$ cat src/design/lkt_pkg.sv
// Shared types and constants for the LRU key tracker.
package lkt_pkg;

	localparam int KEY_W = 32;
	localparam int CAP_W = 5;
	localparam logic [CAP_W-1:0] CAP_RESET = 5'd16;

	// Opcodes of an input item
	localparam logic OP_ACCESS = 1'b0;
	localparam logic OP_DUMP   = 1'b1;

	typedef struct packed {
		logic                    opcode;
		logic signed [KEY_W-1:0] key;
	} lkt_in_t;

	typedef struct packed {
		logic                    hit;
		logic                    evicted;
		logic signed [KEY_W-1:0] evicted_key;
		logic                    listed_valid;
		logic signed [KEY_W-1:0] listed_key;
		logic                    last;
	} lkt_out_t;

	// Per-cell controls for one cycle
	typedef struct packed {
		logic shift; // take key/valid from the left neighbor
		logic pull;  // take key from the right neighbor (dump rotation)
		logic wrap;  // take the head key (dump rotation, tail cell)
		logic tail;  // this cell holds the least recent key
	} lkt_cell_ctl_t;

endpackage

$ cat src/design/lkt_cell.sv
// One slot of the recency chain: a stored key, its valid bit and a key comparator.
module lkt_cell (
	input  logic                          clk,
	input  logic                          arst_n,
	input  lkt_pkg::lkt_cell_ctl_t        ctl,
	input  logic signed [lkt_pkg::KEY_W-1:0] cmp_key,
	input  logic signed [lkt_pkg::KEY_W-1:0] left_key,
	input  logic                          left_valid,
	input  logic signed [lkt_pkg::KEY_W-1:0] right_key,
	input  logic signed [lkt_pkg::KEY_W-1:0] head_key,
	output logic signed [lkt_pkg::KEY_W-1:0] key,
	output logic                          valid,
	output logic                          match,
	output logic signed [lkt_pkg::KEY_W-1:0] tap
);
	import lkt_pkg::*;

	logic signed [KEY_W-1:0] key_q;
	logic                    valid_q;

	// Key storage: shift toward the back on update, rotate toward the front on dump
	always_ff @(posedge clk) begin
		if (ctl.shift) begin
			key_q <= left_key;
		end else if (ctl.wrap) begin
			key_q <= head_key;
		end else if (ctl.pull) begin
			key_q <= right_key;
		end
	end

	// Valid follows the shift only; rotation stays within the valid slots
	always_ff @(posedge clk or negedge arst_n) begin
		if (!arst_n) begin
			valid_q <= 1'b0;
		end else if (ctl.shift) begin
			valid_q <= left_valid;
		end
	end

	assign key   = key_q;
	assign valid = valid_q;
	assign match = valid_q && (key_q == cmp_key);
	assign tap   = ctl.tail ? key_q : '0;

endmodule

$ cat src/design/lru_key_tracker.sv
// Top level of the LRU key tracker: control, result register and the chain of key cells.
// Access: accept, compare cycle, update cycle; the next item is taken in the update cycle
//   when the result slot is free, so accesses overlap, paced by the compare register before the shift.
// Dump: count results (one if empty) after the accept cycle, one key per cycle while the result
//   slot is free, as the chain rotates through the head cell.
// Reset clears all valid bits, the key count and the state, and sets capacity to 16;
//   stored keys are not cleared.
module lru_key_tracker #(
	parameter int MAX_ENTRIES = 16
) (
	input  logic                       clk,
	input  logic                       arst_n,
	input  logic                       cfg_wen,
	input  logic [lkt_pkg::CAP_W-1:0]  cfg_wdata,
	input  logic                       in_valid,
	output logic                       in_ready,
	input  lkt_pkg::lkt_in_t           in_data,
	output logic                       out_valid,
	input  logic                       out_ready,
	output lkt_pkg::lkt_out_t          out_data
);
	import lkt_pkg::*;

	localparam int CW = $clog2(MAX_ENTRIES + 1);

	typedef enum logic [1:0] {
		S_IDLE,
		S_CMP,
		S_UPD,
		S_DUMP
	} state_t;

	state_t                  state_q;
	lkt_in_t                 req_q;
	lkt_out_t                out_q;
	logic                    out_valid_q;
	logic [CW-1:0]           count_q;
	logic [CW-1:0]           idx_q;
	logic [CAP_W-1:0]        cap_q;
	logic [MAX_ENTRIES-1:0]  match_s1;
	logic                    full_s1;

	logic signed [KEY_W-1:0] cell_key   [MAX_ENTRIES];
	logic                    cell_valid [MAX_ENTRIES];
	logic signed [KEY_W-1:0] cell_tap   [MAX_ENTRIES];
	logic [MAX_ENTRIES-1:0]  match_vec;
	lkt_cell_ctl_t           cell_ctl   [MAX_ENTRIES];

	logic                    slot_free;
	logic                    accept;
	logic                    upd_go;
	logic                    dump_go;
	logic                    out_load;
	logic                    hit_any;
	logic [CW-1:0]           hit_pos;
	logic [CW-1:0]           limit;
	logic [CW-1:0]           tail;
	logic [CW-1:0]           eff_cap;
	logic signed [KEY_W-1:0] victim;

	// Handshake
	assign slot_free = !out_valid_q || out_ready;
	assign in_ready  = (state_q == S_IDLE) || ((state_q == S_UPD) && slot_free);
	assign accept    = in_valid && in_ready;
	assign upd_go    = (state_q == S_UPD) && slot_free;
	assign dump_go   = (state_q == S_DUMP) && slot_free && (count_q != '0);
	assign out_load  = upd_go || ((state_q == S_DUMP) && slot_free);
	assign out_valid = out_valid_q;
	assign out_data  = out_q;

	// Effective capacity: zero reads as one, clamp to the number of cells
	always_comb begin
		if (cap_q == '0) begin
			eff_cap = CW'(1);
		end else if (32'(cap_q) > 32'(MAX_ENTRIES)) begin
			eff_cap = CW'(MAX_ENTRIES);
		end else begin
			eff_cap = CW'(cap_q);
		end
	end

	// Hit position (at most one cell matches) and victim key
	always_comb begin
		hit_pos = '0;
		victim  = '0;
		for (int i = 0; i < MAX_ENTRIES; i++) begin
			if (match_s1[i]) begin
				hit_pos = hit_pos | CW'(i);
			end
			victim = victim | cell_tap[i];
		end
	end

	assign hit_any = |match_s1;
	assign tail    = count_q - CW'(1);
	assign limit   = hit_any ? hit_pos : (full_s1 ? tail : count_q);

	// Cell chain
	for (genvar i = 0; i < MAX_ENTRIES; i++) begin : g_cell
		always_comb begin
			cell_ctl[i].shift = upd_go && (CW'(i) <= limit);
			cell_ctl[i].pull  = dump_go && (CW'(i) < tail);
			cell_ctl[i].wrap  = dump_go && (CW'(i) == tail);
			cell_ctl[i].tail  = (CW'(i) == tail);
		end

		if (i == 0) begin : g_head
			lkt_cell u_cell (
				.clk        (clk),
				.arst_n     (arst_n),
				.ctl        (cell_ctl[i]),
				.cmp_key    (req_q.key),
				.left_key   (req_q.key),
				.left_valid (1'b1),
				.right_key  (cell_key[(i + 1) % MAX_ENTRIES]),
				.head_key   (cell_key[0]),
				.key        (cell_key[i]),
				.valid      (cell_valid[i]),
				.match      (match_vec[i]),
				.tap        (cell_tap[i])
			);
		end else if (i == MAX_ENTRIES - 1) begin : g_end
			lkt_cell u_cell (
				.clk        (clk),
				.arst_n     (arst_n),
				.ctl        (cell_ctl[i]),
				.cmp_key    (req_q.key),
				.left_key   (cell_key[i - 1]),
				.left_valid (cell_valid[i - 1]),
				.right_key  (cell_key[i]),
				.head_key   (cell_key[0]),
				.key        (cell_key[i]),
				.valid      (cell_valid[i]),
				.match      (match_vec[i]),
				.tap        (cell_tap[i])
			);
		end else begin : g_mid
			lkt_cell u_cell (
				.clk        (clk),
				.arst_n     (arst_n),
				.ctl        (cell_ctl[i]),
				.cmp_key    (req_q.key),
				.left_key   (cell_key[i - 1]),
				.left_valid (cell_valid[i - 1]),
				.right_key  (cell_key[i + 1]),
				.head_key   (cell_key[0]),
				.key        (cell_key[i]),
				.valid      (cell_valid[i]),
				.match      (match_vec[i]),
				.tap        (cell_tap[i])
			);
		end
	end

	// Request payload and compare results
	always_ff @(posedge clk) begin
		if (accept) begin
			req_q <= in_data;
		end
		if (state_q == S_CMP) begin
			match_s1 <= match_vec;
			full_s1  <= (count_q >= eff_cap);
		end
	end

	// Result payload
	always_ff @(posedge clk) begin
		if (upd_go) begin
			out_q.hit          <= hit_any;
			out_q.evicted      <= !hit_any && full_s1;
			out_q.evicted_key  <= (!hit_any && full_s1) ? victim : '0;
			out_q.listed_valid <= 1'b0;
			out_q.listed_key   <= '0;
			out_q.last         <= 1'b1;
		end else if (out_load) begin
			out_q.hit          <= 1'b0;
			out_q.evicted      <= 1'b0;
			out_q.evicted_key  <= '0;
			out_q.listed_valid <= (count_q != '0);
			out_q.listed_key   <= (count_q != '0) ? cell_key[0] : '0;
			out_q.last         <= (count_q == '0) || (idx_q == tail);
		end
	end

	// Control state machine
	always_ff @(posedge clk or negedge arst_n) begin
		if (!arst_n) begin
			state_q     <= S_IDLE;
			out_valid_q <= 1'b0;
			count_q     <= '0;
			idx_q       <= '0;
			cap_q       <= CAP_RESET;
		end else begin
			if (cfg_wen) begin
				cap_q <= cfg_wdata;
			end

			if (out_load) begin
				out_valid_q <= 1'b1;
			end else if (out_ready) begin
				out_valid_q <= 1'b0;
			end

			case (state_q)
				S_IDLE: begin
					if (accept) begin
						idx_q   <= '0;
						state_q <= (in_data.opcode == OP_DUMP) ? S_DUMP : S_CMP;
					end
				end
				S_CMP: begin
					state_q <= S_UPD;
				end
				S_UPD: begin
					if (upd_go) begin
						if (!hit_any && !full_s1) begin
							count_q <= count_q + CW'(1);
						end
						if (accept) begin
							idx_q   <= '0;
							state_q <= (in_data.opcode == OP_DUMP) ? S_DUMP : S_CMP;
						end else begin
							state_q <= S_IDLE;
						end
					end
				end
				S_DUMP: begin
					if (slot_free) begin
						if ((count_q == '0) || (idx_q == tail)) begin
							state_q <= S_IDLE;
						end else begin
							idx_q <= idx_q + CW'(1);
						end
					end
				end
				default: begin
					state_q <= S_IDLE;
				end
			endcase
		end
	end

endmodule

$ cat config.mk
export PLATFORM = sky130hd
export DESIGN_NAME = lru_key_tracker
export DESIGN_NICKNAME = d
export VERILOG_FILES = /design/src/design/lkt_pkg.sv /design/src/design/lkt_cell.sv /design/src/design/lru_key_tracker.sv
export SDC_FILE = /design/constraint.sdc
export NUM_CORES = 2
export LEC_CHECK = 0
export BUFFER_PORTS_ARGS = -buffer_cell sky130_fd_sc_hd__buf_2
export CAP_MARGIN = 20
export CORE_MARGIN = 2
export CORE_UTILIZATION = 35
export CTS_CLUSTER_DIAMETER = 30
export DETAILED_ROUTE_END_ITERATION = 7
export MAX_ROUTING_LAYER = met4
export PLACE_DENSITY = 0.55
export SETUP_SLACK_MARGIN = 0.4
export SYNTH_ARGS = -nofsm -noshare
export SYNTH_HDL_FRONTEND = slang
export SYNTH_SLANG_ARGS = --single-unit
$ cat constraint.sdc
create_clock -name clk -period 10.3 [get_ports clk]
set_input_delay 1.545 -clock clk [delete_from_list [all_inputs] [get_ports clk]]
set_output_delay 1.545 -clock clk [all_outputs]
set_load 0.005 [all_outputs]
* Yosys cells after proc, flatten, opt, wreduce, memory -nomap -nowiden
Index checks and enable logic that the tools add are counted.
Operators by class: reductions and logical operators 105, muxes and demuxes 100, order comparisons 33, add/subtract/negate cells 3, equal/unequal tests 41, bitwise logic cells 15
Operators with widths (number):
- 32-bit 2-to-1 mux | 65
- 32-bit == test | 16
- 32-bit OR | 15
- 68-bit 2-to-1 mux | 2
- 1-bit logical AND | 69
- 3-bit nonzero test | 15
- 4-bit by 5-bit == test with 1-bit output (first input constant) | 8
- 4-bit by 5-bit <= comparator with 1-bit output (first input constant) | 8
- 5-bit 2-to-1 mux | 8
- 4-bit by 5-bit < comparator with 1-bit output (first input constant) | 7
- 4-bit 2-to-1 mux | 8
- 3-bit by 5-bit == test with 1-bit output (first input constant) | 4
- 3-bit by 5-bit <= comparator with 1-bit output (first input constant) | 4
- 3-bit by 5-bit < comparator with 1-bit output (first input constant) | 4
- 2-bit 2-to-1 mux | 8
- 16-bit OR reduction | 1
- 5-bit zero test | 3
- 5-bit one-hot mux with 3 select lines | 1
- 3-bit 2-to-1 mux | 4
- 5-bit by 1-bit adder with 5-bit output (second input constant) | 2
- 2-bit by 5-bit == test with 1-bit output (first input constant) | 2
- 1-bit by 5-bit <= comparator with 1-bit output (first input constant) | 2
- 2-bit by 5-bit <= comparator with 1-bit output (first input constant) | 2
- 1-bit by 5-bit < comparator with 1-bit output (first input constant) | 2
- other kinds (20) | 37
Storage, ports and cells: word-level logic and storage cells 343, register bits 663, input port bits 43, output and inout bits 70

* Depth between registers and ports, before layout
depth after elaboration 20, depth in mapped cells 13

* By module
A second synthesis with hierarchy kept.
Second synthesis, totals: cell total of the unflattened synthesis 4164, area, all modules 42458.2 sq um
By module, submodules not included:
- lkt_cell | cells each 221, area an instance 2229.6 sq um, times used 16, sequential area each 985.9 sq um
- lru_key_tracker | cells each 628, area an instance 6784.0 sq um, times used 1, sequential area each 3624.7 sq um

* Worst setup path after synthesis
No wires, ideal clock.
path type reg2reg, start register count_q[0], end register g_cell[14].g_mid.u_cell.key_q[0] (enable), setup slack 4.990 ns, arrival 4.844 ns, clock period less this slack 5.310 ns, path buffers 4, cell stages (with the launch flop) 13, setup time 0.466 ns, data required time 9.834 ns, cells stage by stage dfrtp_1 > buf_2 > clkbuf_1 > inv_1 > ha_1 > buf_2 > or2_2 > nor2_1 > a21oi_1 > clkbuf_1 > nor2_1 > a21oi_1 > o21ai_0
Between the ends: word-level cells in the longest chain between the ends 6, elaborated cells on any way between the ends 12
RTL lines:
- from (decl) | line lru_key_tracker.sv:37 | logic [CW-1:0] count_q;
- from (signal assigned) | line lru_key_tracker.sv:217 | count_q <= count_q + CW'(1);
- 5-bit by 1-bit subtractor with 5-bit output * | line lru_key_tracker.sv:95 | assign tail = count_q - CW'(1);
- via tail[0] | line lru_key_tracker.sv:57 | logic [CW-1:0] tail;
- 5-bit 2-to-1 mux (2 in a row) | line lru_key_tracker.sv:96 | assign limit = hit_any ? hit_pos : (full_s1 ? tail : count_q);
- 4-bit by 5-bit <= comparator with 1-bit output | line lru_key_tracker.sv:101 | cell_ctl[i].shift = upd_go && (CW'(i) <= limit);
- 1-bit logical AND | line lru_key_tracker.sv:101
- 3-bit nonzero test (no source line) *
- to (signal assigned) | line lkt_cell.sv:24 | key_q <= left_key;
- to (signal assigned) | line lkt_cell.sv:26 | key_q <= head_key;
- to (signal assigned) | line lkt_cell.sv:28 | key_q <= right_key;
- to (decl) | line lkt_cell.sv:18 | logic signed [KEY_W-1:0] key_q;
The timed path passes the listed nets; every way through them passes the cells marked *. A chain may end at the register's enable or synchronous reset.

* Final worst setup path
start register count_q[1], end register g_cell[11].g_mid.u_cell.key_q[6] (enable)
Between the ends: word-level cells in the longest chain between the ends 6, elaborated cells on any way between the ends 12
RTL lines (line):
- 5-bit by 1-bit subtractor with 5-bit output | lru_key_tracker.sv:95
- 5-bit 2-to-1 mux (2 in a row) | lru_key_tracker.sv:96
- 4-bit by 5-bit <= comparator with 1-bit output | lru_key_tracker.sv:101
- 1-bit logical AND | lru_key_tracker.sv:101
- 3-bit nonzero test (no source line) *
- to (signal assigned) | lkt_cell.sv:24
- to (signal assigned) | lkt_cell.sv:26
- to (signal assigned) | lkt_cell.sv:28
- to (decl) | lkt_cell.sv:18
Every way passes the cells marked *; elsewhere a longest branch is shown, timed or not.

==> metrics list <==
- Result of the run: complete, but fails checks
* Violations in the final reports: design-rule violations
- Post-route DRC violation count: 7
- For this run the aggregate overflow at the end of global routing stands at 0.
- Synth-to-Final Area Change: 21.4%
* Final core utilization: between 40% and 50%
- Placed wire-length estimate after detailed placement: 150 mm
- The clock network accounts for between 20 and 30% of the total power.
- Clock skew: roughly 0.031 ns
* Placement-stage worst setup slack: slightly below 4 ns
- Leading cell type in the layout, fill and taps excluded: sky130_fd_sc_hd__edfxtp_1
- Via count of the first global-routing pass: 32.3k
* Critical path peak fanout: 67
- Number of standard cells in the layout, taps in and fillers out: around 5.5k
- The number of clock buffers added by TritonCTS is 190.
- Die extent in y: roughly 350 µm
* Most used flip-flop cell after synthesis: sky130_fd_sc_hd__edfxtp_1
- H-tree levels: 4
- Data on the critical path is required at its endpoint by roughly 11 ns.
- Width of the die: 350 µm
- Endpoint class of the critical path: register
* Num ports: about 110
- Overall power of the completed layout: 20.7 mW
- RSZ-0062 raised after global routing: no
* Layout net count: between 3k and 4k
- Entering global routing, the biggest net connects 69 pins.
- Antenna violations before repair: 12
* Die area: 123000 µm²
- Dividing total power by cell area gives a power density of 405 nW/µm².
- Buffers added on ports: approximately 110
- FP Rows: 127
- Internal power comes to 11.9 mW.
- Starting DRT DRC Count: around 5.9k
- Max-cap violation count: 0
- Number of endpoints failing setup at the final stage: 0
- After detailed routing, the total wire length is ~210 mm.
* Final design instance area without fill: between 50000 and 60000 µm²
- Global routing consumed, on the met3 layer, about an eighth of the routing resources.
* Share of synthesized flip-flops with an asynchronous set or reset: just over 5%
- The share of total power dissipated in sequential elements is between 30% and 40%.
- Worst min-delay path class: reg2reg
- In this run the cell area measured after placement is 44700 µm².
* Insertion delay to the later sink of the worst-skew pair: 0.82 ns
* Area of the core: approximately 120000 µm²
* CTS clock-pin slew for the worst setup and hold paths: approximately 0.04 ns
- M1 GR Usage: 44.6%
- Number of standard cells after synthesis: 3648
- Synth Warn #: 0
- Static timing analysis puts the maximum clock frequency at around 170 MHz.
* M2 GR Usage: between 40% and 50%
* Worst max-slew margin expressed relative to the limit: under 10%
* Initial core utilization: a little over a third
- After clock tree synthesis, the repair step resized 0 gates.
* Number of hold violations in the final report: 0
- Routability-driven placement finished with a final weighted congestion of around 1.1.
- Critical setup path kind: reg2reg
* Most used routing layer: met2
- The tightest hold path in the finished design has a slack of roughly 0.46 ns.
- VDD sags by at most 0.188 mV.
- Hold buffers post-CTS: 0
* Kind of start point of the critical path: register
- Ratio of final minimum period to clock period: 56.6%
- Switching Fraction: a little over two fifths
- Counting along the longest clock path gives a buffer depth of 3.
- The post-route netlist has between 20% and 30% of its cells at a drive strength greater than 1.
- For this run, the total global-route usage over all layers was measured as 34.4%.
* Via density: 6.25
- For the pin with the worst max-slew slack, the measured transition is approximately 1.4 ns.
- Static Leakage: about 19 nW
* Number of post-CTS setup repair buffers: 0
- Summing every instance area after synthesis gives 42000 µm².
- Average instance area after synthesis: approximately 12 µm²
- In this run the remaining antenna-violating nets after routing total 0.
- Counting every net in the synthesized netlist gives approximately 3.7k.
- The first global-routing pass estimated approximately 280 mm of wire.
- Total number of vias: ~35k
- Final critical-path required period: approximately 6 ns
- In this run the power spent charging and discharging nets is around 9 mW.
- Total negative slack for setup checks: 0 ns
* Pins Over Slew Limit: 0
- The tree is rooted in a sky130_fd_sc_hd__clkbuf_16.
* Wire per inst: between 30 and 40 µm
- Post-Place Cells: 5174
* Post-synth EDFFs: around 600
- Fraction of the yosys area taken by sequential cells: between 40% and 50%
* Count of TritonRoute iterations in the first routing pass: 8
* #FFs+latches synth: 663
* Fin worst setup slack: approximately 4.5 ns
- Power share of the combinational group: 35.7%
- Distinct cell type count after synthesis: 88
- For the worst setup path, the data arrival time is slightly above 6 ns.
- TritonCTS built the clock tree.
* CTS sink count: roughly 660
- Commonest cells after routing, fill and taps aside: 595 x sky130_fd_sc_hd__edfxtp_1, 432 x sky130_fd_sc_hd__xnor2_1, 419 x sky130_fd_sc_hd__mux2_2
-- power by group through the flow --
stage / logic, mW / clock network, mW / registers, mW
after floorplan: 4.59 / 0 / 6.08
after global placement: 7.04 / 0 / 7.35
after detailed placement: 7.15 / 0 / 7.35
after CTS: 7.19 / 5.80 / 7.32
after global routing: 7.60 / 5.96 / 7.51
final: 7.38 / 5.78 / 7.50
-- final cells by class --
cell class | count | area (µm²)
multi-input cells | 2626 | 21500
clock inverters | 108 | 1170
fillers | 11500 | 68500
diodes | 7 | 17.5
well taps | 1612 | 2020
repair buffers | 261 | 1720
inverters | 17 | 63.8
clock buffers | 239 | 5100
flip-flops and latches | 663 | 19400
-- state kept, by name (all words and copies together) (netlist names) --
| name | cells |
|---|---|
| cap_q | 5 |
| count_q | 5 |
| full_s1 | 1 |
| g_cell.g_end.u_cell.key | 32 |
| g_cell.g_end.u_cell.valid | 1 |
| g_cell.g_head.u_cell.key | 32 |
| g_cell.g_head.u_cell.valid | 1 |
| g_cell.g_mid.u_cell.key | 448 |
| g_cell.g_mid.u_cell.valid | 14 |
| idx_q | 5 |
| match_s1 | 16 |
| out_data | 68 |
| out_valid | 1 |
| req_q | 32 |
| state_q | 2 |
-- synth_stat cells (all sizes together), types with 10 or more instances --
library cell | number | area [µm²]
edfxtp | 595 | 17900
mux2 | 531 | 6160
xnor2 | 433 | 3790
mux2i | 214 | 2140
nand2 | 207 | 787
nor2 | 204 | 766
clkbuf | 202 | 758
a21oi | 192 | 980
buf | 140 | 757
nand4 | 120 | 751
xor2 | 94 | 823
a22o | 88 | 771
a22oi | 70 | 526
o21ai | 68 | 344
nor4 | 66 | 462
a222oi | 43 | 430
nand3 | 38 | 190
dfxtp | 34 | 681
dfrtp | 33 | 826
a31oi | 31 | 209
a221oi | 20 | 175
nor3 | 20 | 116
o22ai | 19 | 119
a211oi | 18 | 153
inv | 17 | 63.8
nand2b | 13 | 81.3
a41oi | 11 | 96.3
ha | 11 | 138
o2bb2ai | 10 | 87.6
-- final timing paths --
check	start	endpoint	slack [ns]	cells past startpoint
max in group asynchronous	arst_n	g_cell[0].g_head.u_cell.valid	8.99	2
max reg2reg	count_q[1]	g_cell[11].g_mid.u_cell.key[6]	4.47	10
min in group asynchronous	arst_n	idx_q[0]	0.83	2
min	out_data[33]	out_data[33]	0.46	2
max	count_q[1]	g_cell[11].g_mid.u_cell.key[6]	4.47	10
min reg2reg	out_data[33]	out_data[33]	0.46	2
-- critical path, stage by stage (launching register included) --
cell and delay (ns):
sky130_fd_sc_hd__dfrtp_1 0.59, sky130_fd_sc_hd__inv_1 0.32, sky130_fd_sc_hd__ha_1 0.75, sky130_fd_sc_hd__a21boi_0 0.25, sky130_fd_sc_hd__o211ai_1 0.28, sky130_fd_sc_hd__a21oi_1 0.34
sky130_fd_sc_hd__a21oi_4 0.24, sky130_fd_sc_hd__buf_4 0.68, sky130_fd_sc_hd__o31a_2 0.28, sky130_fd_sc_hd__buf_4 0.64, sky130_fd_sc_hd__nand2_2 0.87
-- cells by family (layout without fill, tap and decap cells) --
group	after synthesis	count (layout)	synth area share, %
muxes	745	745	19.8
and+or+nand+nor	706	706	8.19
DFF	663	663	46.2
AOI/OAI and AO/OA	637	637	10.8
xor gates and xnor gates	527	527	11.0
buffers and inverters	359	625	3.76
adders and majority gates	11	11	0.328
other	0	7	0
-- metal layers --
| metal | vias up | wire, µm |
|---|---|---|
| met5 | - | 0 |
| met4 | 0 | 13300 |
| met3 | 541 | 28100 |
| met2 | 2708 | 84700 |
| met1 | 17200 | 82900 |
| li1 | 14100 | - |
(Power assumes the default switching activity.)
